--- src/rtl/bfa_pkg.sv ---
// bfa_pkg: shared types and constants for the bitmap frame allocator
// used by bitmap_frame_allocator and bfa_zero_find; no dependencies

package bfa_pkg;

    localparam int MAP_WORD_W = 32;
    localparam int BIT_POS_W  = 5;
    localparam int FRAME_W    = 10;
    localparam int OP_W       = 2;

    localparam logic [MAP_WORD_W-1:0] FULL_WORD = 32'hFFFF_FFFF;

    localparam logic [OP_W-1:0] OP_ALLOC = 2'd0;
    localparam logic [OP_W-1:0] OP_FREE  = 2'd1;
    localparam logic [OP_W-1:0] OP_TEST  = 2'd2;

    typedef struct packed {
        logic [OP_W-1:0]    op;
        logic [FRAME_W-1:0] frame_index;
    } t_in_word;

    typedef struct packed {
        logic [FRAME_W-1:0] result_frame;
        logic               found;
        logic               was_used;
    } t_out_word;

    // result of the lowest-clear-bit search over one map word
    typedef struct packed {
        logic                 has_zero;
        logic [BIT_POS_W-1:0] pos;
    } t_find;

endpackage

--- src/rtl/bfa_ram.sv ---
// bfa_ram: generic single-write, single-read RAM with registered read data
// no dependencies

module bfa_ram #(
    parameter int WIDTH = 32,
    parameter int DEPTH = 32,
    localparam int ADDR_W = (DEPTH > 1) ? $clog2(DEPTH) : 1
) (
    input  logic              i_clk,
    input  logic              i_wr_en,
    input  logic [ADDR_W-1:0] i_wr_addr,
    input  logic [WIDTH-1:0]  i_wr_data,
    input  logic              i_rd_en,
    input  logic [ADDR_W-1:0] i_rd_addr,
    output logic [WIDTH-1:0]  o_rd_data
);

    logic [WIDTH-1:0] r_mem [DEPTH];
    logic [WIDTH-1:0] r_rd_data;

    always_ff @(posedge i_clk) begin
        if (i_wr_en) begin
            r_mem[i_wr_addr] <= i_wr_data;
        end
        if (i_rd_en) begin
            r_rd_data <= r_mem[i_rd_addr];
        end
    end

    assign o_rd_data = r_rd_data;

endmodule

--- src/rtl/bfa_zero_find.sv ---
// bfa_zero_find: finds the lowest clear bit of one 32-bit map word
// depends on bfa_pkg

module bfa_zero_find (
    input  logic [bfa_pkg::MAP_WORD_W-1:0] i_word,
    output bfa_pkg::t_find                 o_find
);

    always_comb begin
        o_find.has_zero = (i_word != bfa_pkg::FULL_WORD);
        o_find.pos      = '0;
        // scan downward so the lowest clear bit wins
        for (int i = bfa_pkg::MAP_WORD_W - 1; i >= 0; i--) begin
            if (!i_word[i]) begin
                o_find.pos = bfa_pkg::BIT_POS_W'(i);
            end
        end
    end

endmodule

--- src/rtl/bitmap_frame_allocator.sv ---
// bitmap_frame_allocator: page-frame allocator over a one-bit-per-frame used map
// depends on bfa_pkg, bfa_ram and bfa_zero_find
//
// usage
//   input channel (i_in_valid / o_in_ready / i_in_word) carries one request word:
//   allocate lowest free frame, free a frame, or test a frame
//   output channel (o_out_valid / i_out_ready / o_out_word) returns one result
//   word per request, in request order
//   the map lives in a RAM of ceil(FRAME_COUNT/32) words of 32 bits
//   allocate scans the map one word per cycle through a single clear-bit finder;
//   a request whose lowest free frame sits in word w reads words 0 to w, marks the
//   frame used and passes the result through S_DONE into the output register
//   free and test do one RAM read, then update or answer,
//   an unknown op or an out-of-range frame is answered without a RAM read
//   one request is in work at a time; o_in_ready rises again once the result
//   sits in the output register, so the next request can be accepted
//   even while the receiver has not yet taken that result
//   if the receiver stalls, a finished result waits in a holding register
//   until the output register frees up
//   after reset a clearing pass over all MAP_WORDS words writes the
//   initial map, reserved frames set, before the first request is accepted

module bitmap_frame_allocator #(
    parameter int FRAME_COUNT     = 1024,
    parameter int RESERVED_FRAMES = 256
) (
    input  logic                i_clk,
    input  logic                i_rst_n,
    input  logic                i_in_valid,
    output logic                o_in_ready,
    input  bfa_pkg::t_in_word   i_in_word,
    output logic                o_out_valid,
    input  logic                i_out_ready,
    output bfa_pkg::t_out_word  o_out_word
);

    localparam int MAP_WORDS = (FRAME_COUNT + 31) / 32;
    localparam int AW        = (MAP_WORDS > 1) ? $clog2(MAP_WORDS) : 1;
    localparam int CW        = AW + 1;
    localparam int CMP_W     = 18;
    localparam int RES_EFF   = (RESERVED_FRAMES < FRAME_COUNT) ? RESERVED_FRAMES
                                                               : FRAME_COUNT;
    localparam int RES_TAIL  = RES_EFF % 32;

    localparam logic [AW-1:0]    LAST_WORD = AW'(MAP_WORDS - 1);
    localparam logic [CW-1:0]    RES_FULL  = CW'(RES_EFF / 32);
    localparam logic [CMP_W-1:0] FC_LIMIT  = CMP_W'(FRAME_COUNT);
    localparam logic [bfa_pkg::MAP_WORD_W-1:0] TAIL_MASK =
        bfa_pkg::MAP_WORD_W'((64'd1 << RES_TAIL) - 64'd1);

    typedef enum logic [4:0] {
        S_CLEAR = 5'b00001,
        S_IDLE  = 5'b00010,
        S_SCAN  = 5'b00100,
        S_LOOK  = 5'b01000,
        S_DONE  = 5'b10000
    } t_state;

    t_state                       r_state, n_state;
    logic [AW-1:0]                r_word, n_word;
    logic [bfa_pkg::OP_W-1:0]     r_op, n_op;
    logic [bfa_pkg::FRAME_W-1:0]  r_idx, n_idx;
    bfa_pkg::t_out_word           r_res, n_res;
    bfa_pkg::t_out_word           r_out, n_out;
    logic                         r_out_vld, n_out_vld;

    // map RAM ports
    logic                            ram_we;
    logic [AW-1:0]                   ram_wa;
    logic [bfa_pkg::MAP_WORD_W-1:0]  ram_wd;
    logic                            ram_re;
    logic [AW-1:0]                   ram_ra;
    logic [bfa_pkg::MAP_WORD_W-1:0]  ram_rd;

    bfa_pkg::t_find                  find;

    logic                            in_acc;
    logic                            out_free;
    logic [AW-1:0]                   idx_word;
    logic                            idx_in_range;
    logic [AW+bfa_pkg::BIT_POS_W-1:0] scan_frame;
    logic                            scan_frame_ok;
    logic [bfa_pkg::MAP_WORD_W-1:0]  scan_mask;
    logic [bfa_pkg::MAP_WORD_W-1:0]  idx_mask;
    logic [bfa_pkg::MAP_WORD_W-1:0]  init_word;

    bfa_ram #(
        .WIDTH (bfa_pkg::MAP_WORD_W),
        .DEPTH (MAP_WORDS)
    ) u_map (
        .i_clk     (i_clk),
        .i_wr_en   (ram_we),
        .i_wr_addr (ram_wa),
        .i_wr_data (ram_wd),
        .i_rd_en   (ram_re),
        .i_rd_addr (ram_ra),
        .o_rd_data (ram_rd)
    );

    // single clear-bit finder for the allocate scan, fed by the word read last cycle
    bfa_zero_find u_find (
        .i_word (ram_rd),
        .o_find (find)
    );

    assign o_in_ready  = (r_state == S_IDLE);
    assign in_acc      = i_in_valid && o_in_ready;
    assign out_free    = !r_out_vld || i_out_ready;
    assign o_out_valid = r_out_vld;
    assign o_out_word  = r_out;

    // word holding the requested frame; only used when the frame is in range
    assign idx_word     = AW'({11'd0, i_in_word.frame_index[bfa_pkg::FRAME_W-1:5]});
    assign idx_in_range = ({8'd0, i_in_word.frame_index} < FC_LIMIT);

    // candidate frame from the current scan word; bits past the map end read clear
    assign scan_frame    = {r_word, find.pos};
    assign scan_frame_ok = (CMP_W'(scan_frame) < FC_LIMIT);
    assign scan_mask     = bfa_pkg::MAP_WORD_W'(1) << find.pos;
    assign idx_mask      = bfa_pkg::MAP_WORD_W'(1) << r_idx[bfa_pkg::BIT_POS_W-1:0];

    // initial contents: whole words of reserved frames, then one partial word
    always_comb begin
        if ({1'b0, r_word} < RES_FULL) begin
            init_word = bfa_pkg::FULL_WORD;
        end else if ({1'b0, r_word} == RES_FULL) begin
            init_word = TAIL_MASK;
        end else begin
            init_word = '0;
        end
    end

    always_comb begin
        n_state   = r_state;
        n_word    = r_word;
        n_op      = r_op;
        n_idx     = r_idx;
        n_res     = r_res;
        n_out     = r_out;
        n_out_vld = r_out_vld;
        ram_we    = 1'b0;
        ram_wa    = r_word;
        ram_wd    = ram_rd;
        ram_re    = 1'b0;
        ram_ra    = r_word;

        if (r_out_vld && i_out_ready) begin
            n_out_vld = 1'b0;
        end

        unique case (r_state)
            S_CLEAR: begin
                ram_we = 1'b1;
                ram_wd = init_word;
                if (r_word == LAST_WORD) begin
                    n_word  = '0;
                    n_state = S_IDLE;
                end else begin
                    n_word = r_word + AW'(1);
                end
            end
            S_IDLE: begin
                if (in_acc) begin
                    n_op  = i_in_word.op;
                    n_idx = i_in_word.frame_index;
                    if (i_in_word.op == bfa_pkg::OP_ALLOC) begin
                        // start the scan at word 0
                        ram_re  = 1'b1;
                        ram_ra  = '0;
                        n_word  = '0;
                        n_state = S_SCAN;
                    end else if ((i_in_word.op == bfa_pkg::OP_FREE ||
                                  i_in_word.op == bfa_pkg::OP_TEST) && idx_in_range) begin
                        ram_re  = 1'b1;
                        ram_ra  = idx_word;
                        n_word  = idx_word;
                        n_state = S_LOOK;
                    end else begin
                        // unknown op or frame past the map: answer at once
                        n_res.result_frame = i_in_word.frame_index;
                        n_res.found        = 1'b0;
                        n_res.was_used     = 1'b0;
                        n_state            = S_DONE;
                    end
                end
            end
            S_SCAN: begin
                if (find.has_zero) begin
                    n_state = S_DONE;
                    if (scan_frame_ok) begin
                        ram_we             = 1'b1;
                        ram_wd             = ram_rd | scan_mask;
                        n_res.result_frame = bfa_pkg::FRAME_W'(scan_frame);
                        n_res.found        = 1'b1;
                    end else begin
                        // first clear bit lies past the last frame: map full
                        n_res.result_frame = '0;
                        n_res.found        = 1'b0;
                    end
                    n_res.was_used = 1'b0;
                end else if (r_word == LAST_WORD) begin
                    n_res.result_frame = '0;
                    n_res.found        = 1'b0;
                    n_res.was_used     = 1'b0;
                    n_state            = S_DONE;
                end else begin
                    ram_re = 1'b1;
                    ram_ra = r_word + AW'(1);
                    n_word = r_word + AW'(1);
                end
            end
            S_LOOK: begin
                n_res.result_frame = r_idx;
                n_res.found        = 1'b1;
                n_res.was_used     = (r_op == bfa_pkg::OP_TEST) &&
                                     ram_rd[r_idx[bfa_pkg::BIT_POS_W-1:0]];
                if (r_op == bfa_pkg::OP_FREE) begin
                    ram_we = 1'b1;
                    ram_wd = ram_rd & ~idx_mask;
                end
                n_state = S_DONE;
            end
            S_DONE: begin
                if (out_free) begin
                    n_out     = r_res;
                    n_out_vld = 1'b1;
                    n_state   = S_IDLE;
                end
            end
            default: begin
                n_state = S_IDLE;
            end
        endcase
    end

    always_ff @(posedge i_clk) begin
        if (!i_rst_n) begin
            r_state   <= S_CLEAR;
            r_word    <= '0;
            r_out_vld <= 1'b0;
        end else begin
            r_state   <= n_state;
            r_word    <= n_word;
            r_out_vld <= n_out_vld;
        end
    end

    // payload registers
    always_ff @(posedge i_clk) begin
        r_op  <= n_op;
        r_idx <= n_idx;
        r_res <= n_res;
        r_out <= n_out;
    end

endmodule
--- config.mk ---
export PLATFORM = sky130hd
export DESIGN_NAME = bitmap_frame_allocator
export DESIGN_NICKNAME = d
export VERILOG_FILES = /design/src/rtl/bfa_pkg.sv /design/src/rtl/bfa_ram.sv /design/src/rtl/bfa_zero_find.sv /design/src/rtl/bitmap_frame_allocator.sv
export SDC_FILE = /design/constraint.sdc
export NUM_CORES = 1
export LEC_CHECK = 0
export BUFFER_PORTS_ARGS = -buffer_cell sky130_fd_sc_hd__buf_2
export CAP_MARGIN = 20
export CORE_ASPECT_RATIO = 0.75
export CORE_MARGIN = 8
export CORE_UTILIZATION = 40
export DETAILED_ROUTE_END_ITERATION = 16
export HOLD_SLACK_MARGIN = 0.06
export PLACE_DENSITY = 0.6
export REMOVE_ABC_BUFFERS = 1
export SLEW_MARGIN = 5
export SYNTH_ARGS = -nofsm -noshare
export SYNTH_HDL_FRONTEND = slang
export SYNTH_SLANG_ARGS = --single-unit
--- constraint.sdc ---
create_clock -name i_clk -period 4.05 [get_ports i_clk]
set_input_delay 0.405 -clock i_clk [delete_from_list [all_inputs] [get_ports i_clk]]
set_output_delay 0.405 -clock i_clk [all_outputs]
set_load 0.02 [all_outputs]
==> summary.txt <==
Final slew viol count = 0
Fmax = 252 MHz
GRT overflow = 0
Maximum vdd drop = 0.397 mV
Final Critical Period = 3.97 ns
Vias in the first global route = 26900
Initial antenna violation count = 3
Avg Vias per Cell = 5.87
Post-synthesis register bit count = 1103
PwrDens = 671 nW/um^2
Final Instance Area = 52200 um^2
Tightest Pin Transition = 1.18 ns
Max clock buf depth = 3
Routed Antenna Nets = 0
Routed WL = 132 mm
Tcrit/Tclk final = 0.980
Drc violations = 0
Top FF cell, synth = edfxtp_1
Most frequent cells in the layout = edfxtp_1 (1092), nand2_1 (710), nand3_1 (284), buf_4 (197), nand4_1 (108)
H-tree depth = 3
Max-Cap Viols = 0
Max Fanout on Critical Path = 32
Top-Level Pins = 30
Leak = 0.0172 uW
Slowest stage delay, CP = 0.92 ns
Largest net degree at the start of global routing = 65
Final count of hold timing violations = 0
Root buffer cell = clkbuf_16
Layout cells sized above 1 = 0.191
Setup Viol. Count Final = 0
Sequential area share after synthesis = 0.736
CP max-delay cell = nor2_1
Pre-antenna DRT Iters = 5
Worst-path cell chain = nor3_1 > and3b_1 > buf_4 > nor2_1 > nand2_1 > nand2_1 > o32ai_1 > a21oi_2 > buf_4
Crit path from = r_state[3]$_SDFFE_PN0P_
FF-to-FF path depth = 9
Synthesized area = 44900 um^2
Crit path arrival time = 4.41 ns
Hold path start = r_res[2]$_DFFE_PP_
TritonCTS clock tree = built
Synth async-reset ratio = 0
Placement Cell Area = 48600 um^2
Worst clock skew = 0.0259 ns
Wirelength per Cell = 27.0 um
Unrepaired setup endpoints after global routing = no
Setup crit end = u_map.r_mem[27][9]$_DFFE_PP_
Num Clock Sinks = 1103
Slew headroom = 0.212
Final nets = 3356
Die ar. = 123000 um^2
CTS clk-pin slew, worst paths = 0.06 ns
Num CTS Buffers = 104
CP required = 4.49 ns
Initial Util = 0.403
Cells after Synth = 3144
Avg Synthesized Cell Area = 14.3 um^2
RR Startpoint = r_state[3]$_SDFFE_PN0P_
Clk Latency, worst-skew pair = 0.70 ns
Hold crit path type = reg -> reg
Worst Setup Path Type = reg -> reg
# port buffers = 29
RD Place Congestion = 0.945
Most common cell after layout, fill and taps aside = edfxtp_1
Area delta synth->final = 16.4%
Core Box Area = 111000 um^2
R2R setup slack = 0.08 ns
Post-DP HPWL = 78.0 mm
Critical Path Source Type = register
Worst setup EP type = register
Setup_tns = 0 ns
Initial drt markers = 3392
Post-synth EDFFs = 1092
Die W = 403 um
Die height = 306 um
Via count = 28600
Overall Global Routing Usage = 0.207
R2R Path End = u_map.r_mem[27][9]$_DFFE_PP_
Status = finished clean
Synthesis warning total = 0
Rows = 106
Filler cells = 9566
Global-route wire length before repair = 190 mm
Post-synthesis cell type count = 78
cells by family (layout without fill, tap and decap cells):
| group | Yosys count | in the layout | synth area share |
|---|---|---|---|
| AO/OA/AOI/OAI | 392 | 392 | 0.0744 |
| buffers and inverters | 225 | 498 | 0.0245 |
| multiplexers | 135 | 135 | 0.0347 |
| AND/OR/NAND/NOR | 1278 | 1278 | 0.127 |
| adder cells (fa/ha/maj) | 9 | 9 | 0.00251 |
| flip-flops | 1103 | 1103 | 0.736 |
| XOR/XNOR | 2 | 2 | 0.000391 |
| other | 0 | 1 | 0 |
cells in the mapped netlist (5+ instances only):
cell type	number	area [um^2]
nand4_1	108	676
o21ai_0	28	140
a21oi_1	35	175
a211oi_1	6	45.0
a32oi_1	61	534
a31oi_1	36	225
and3_1	5	31.3
nor2b_1	14	87.6
edfxtp_1	1092	32800
inv_1	19	71.3
a22oi_1	8	60.1
clkbuf_1	79	297
buf_1	6	22.5
buf_6	9	101
a311oi_1	8	70.1
buf_4	19	143
nor2_1	90	338
o32ai_1	8	70.1
o211ai_1	13	97.6
mux4_2	10	225
mux2_2	61	687
nand2_1	710	2670
a221oi_2	28	420
nand3_1	284	1420
buf_2	92	460
o221ai_2	30	450
a221oi_1	62	543
nand2b_1	5	31.3
or2_2	5	31.3
and2_1	11	68.8
ha_1	9	113
o21ai_1	32	160
nand3b_1	7	52.6
dfxtp_1	11	220
a222oi_1	5	50.1
mux2i_1	63	631
nor3_1	12	60.1
what timing repair did:
item | 4_1_cts | 5_1_grt
hold endpoints to repair | 24 | 0
setup buffers | 0 | 2
setup endpoints to repair | 0 | 5
gates resized for setup | 0 | 2
hold buffers | 15 | 0
how the worst min path moves through the flow:
| stage | to | cells past startpoint | slack (ns) |
|---|---|---|---|
| 2_1_floorplan | o_out_word[0]$_DFFE_PP_ | 0 | 0.40 |
| 3_3_place_gp | o_out_word[2]$_DFFE_PP_ | 0 | 0.40 |
| 3_5_place_dp | o_out_word[2]$_DFFE_PP_ | 0 | 0.41 |
| 4_1_cts | o_out_word[2]$_DFFE_PP_ | 0 | 0.42 |
| 5_1_grt | o_out_word[0]$_DFFE_PP_ | 0 | 0.43 |
| 6_report | o_out_word[2]$_DFFE_PP_ | 0 | 0.42 |
routing by layer:
metal  vias to the layer above  wire (um)  global-route usage
met3                       190      14600              0.0642
met1                     14500      57900               0.306
li1                      12500          -                   -
met2                      1395      56300               0.297
met5                         -          0                   0
met4                         0       3000              0.0496
sequential cells by signal (all words and copies together), names as in the netlist:
signal / flops
r_op: 2
r_word: 5
u_map.o_rd_data: 32
o_out_valid: 1
u_map.r_mem: 1024
r_idx: 10
r_state: 5
o_out_word: 12
r_res: 12
critical path: cells and delay by family, from the launching register on:
| kind | cells | cell delay (ns) |
|---|---|---|
| AOI/OAI and AO/OA | 2 | 0.44 |
| buffers and inverters | 2 | 0.64 |
| DFF | 1 | 0.42 |
| and+or+nand+nor | 5 | 2.19 |
layout make-up:
| type | instances | area, um^2 | share of cell area |
|---|---|---|---|
| antenna | 1 | 2.50 | 0.0000479 |
| clock buffer | 122 | 2710 | 0.0520 |
| clock inverter | 70 | 689 | 0.0132 |
| inverter | 20 | 75.1 | 0.00144 |
| multi-input combinational | 1816 | 11200 | 0.215 |
| sequential | 1103 | 33000 | 0.632 |
| tap | 1458 | 1820 | 0.0349 |
| timing repair buffer | 286 | 2670 | 0.0512 |
per-stage QoR:
stage	instances	power, uW	util	setup slack (ns)	hold WS [ns]
floorplan	2939	21000	-	-6.25	0.400
global route	4875	36300	0.469	0.00283	0.433
finish	4876	35100	0.469	0.0795	0.423
CTS	4871	35100	0.469	0.119	0.420
global placement	4664	25200	0.437	0.222	0.405
detailed placement	4664	25300	0.437	0.122	0.406
report_power, final:
group,internal [uW],total [uW],switching [uW]
registers,15400,15600,146
clock network,5570,9840,4270
logic,2720,9660,6940
Power figures use the tool's default switching activity.
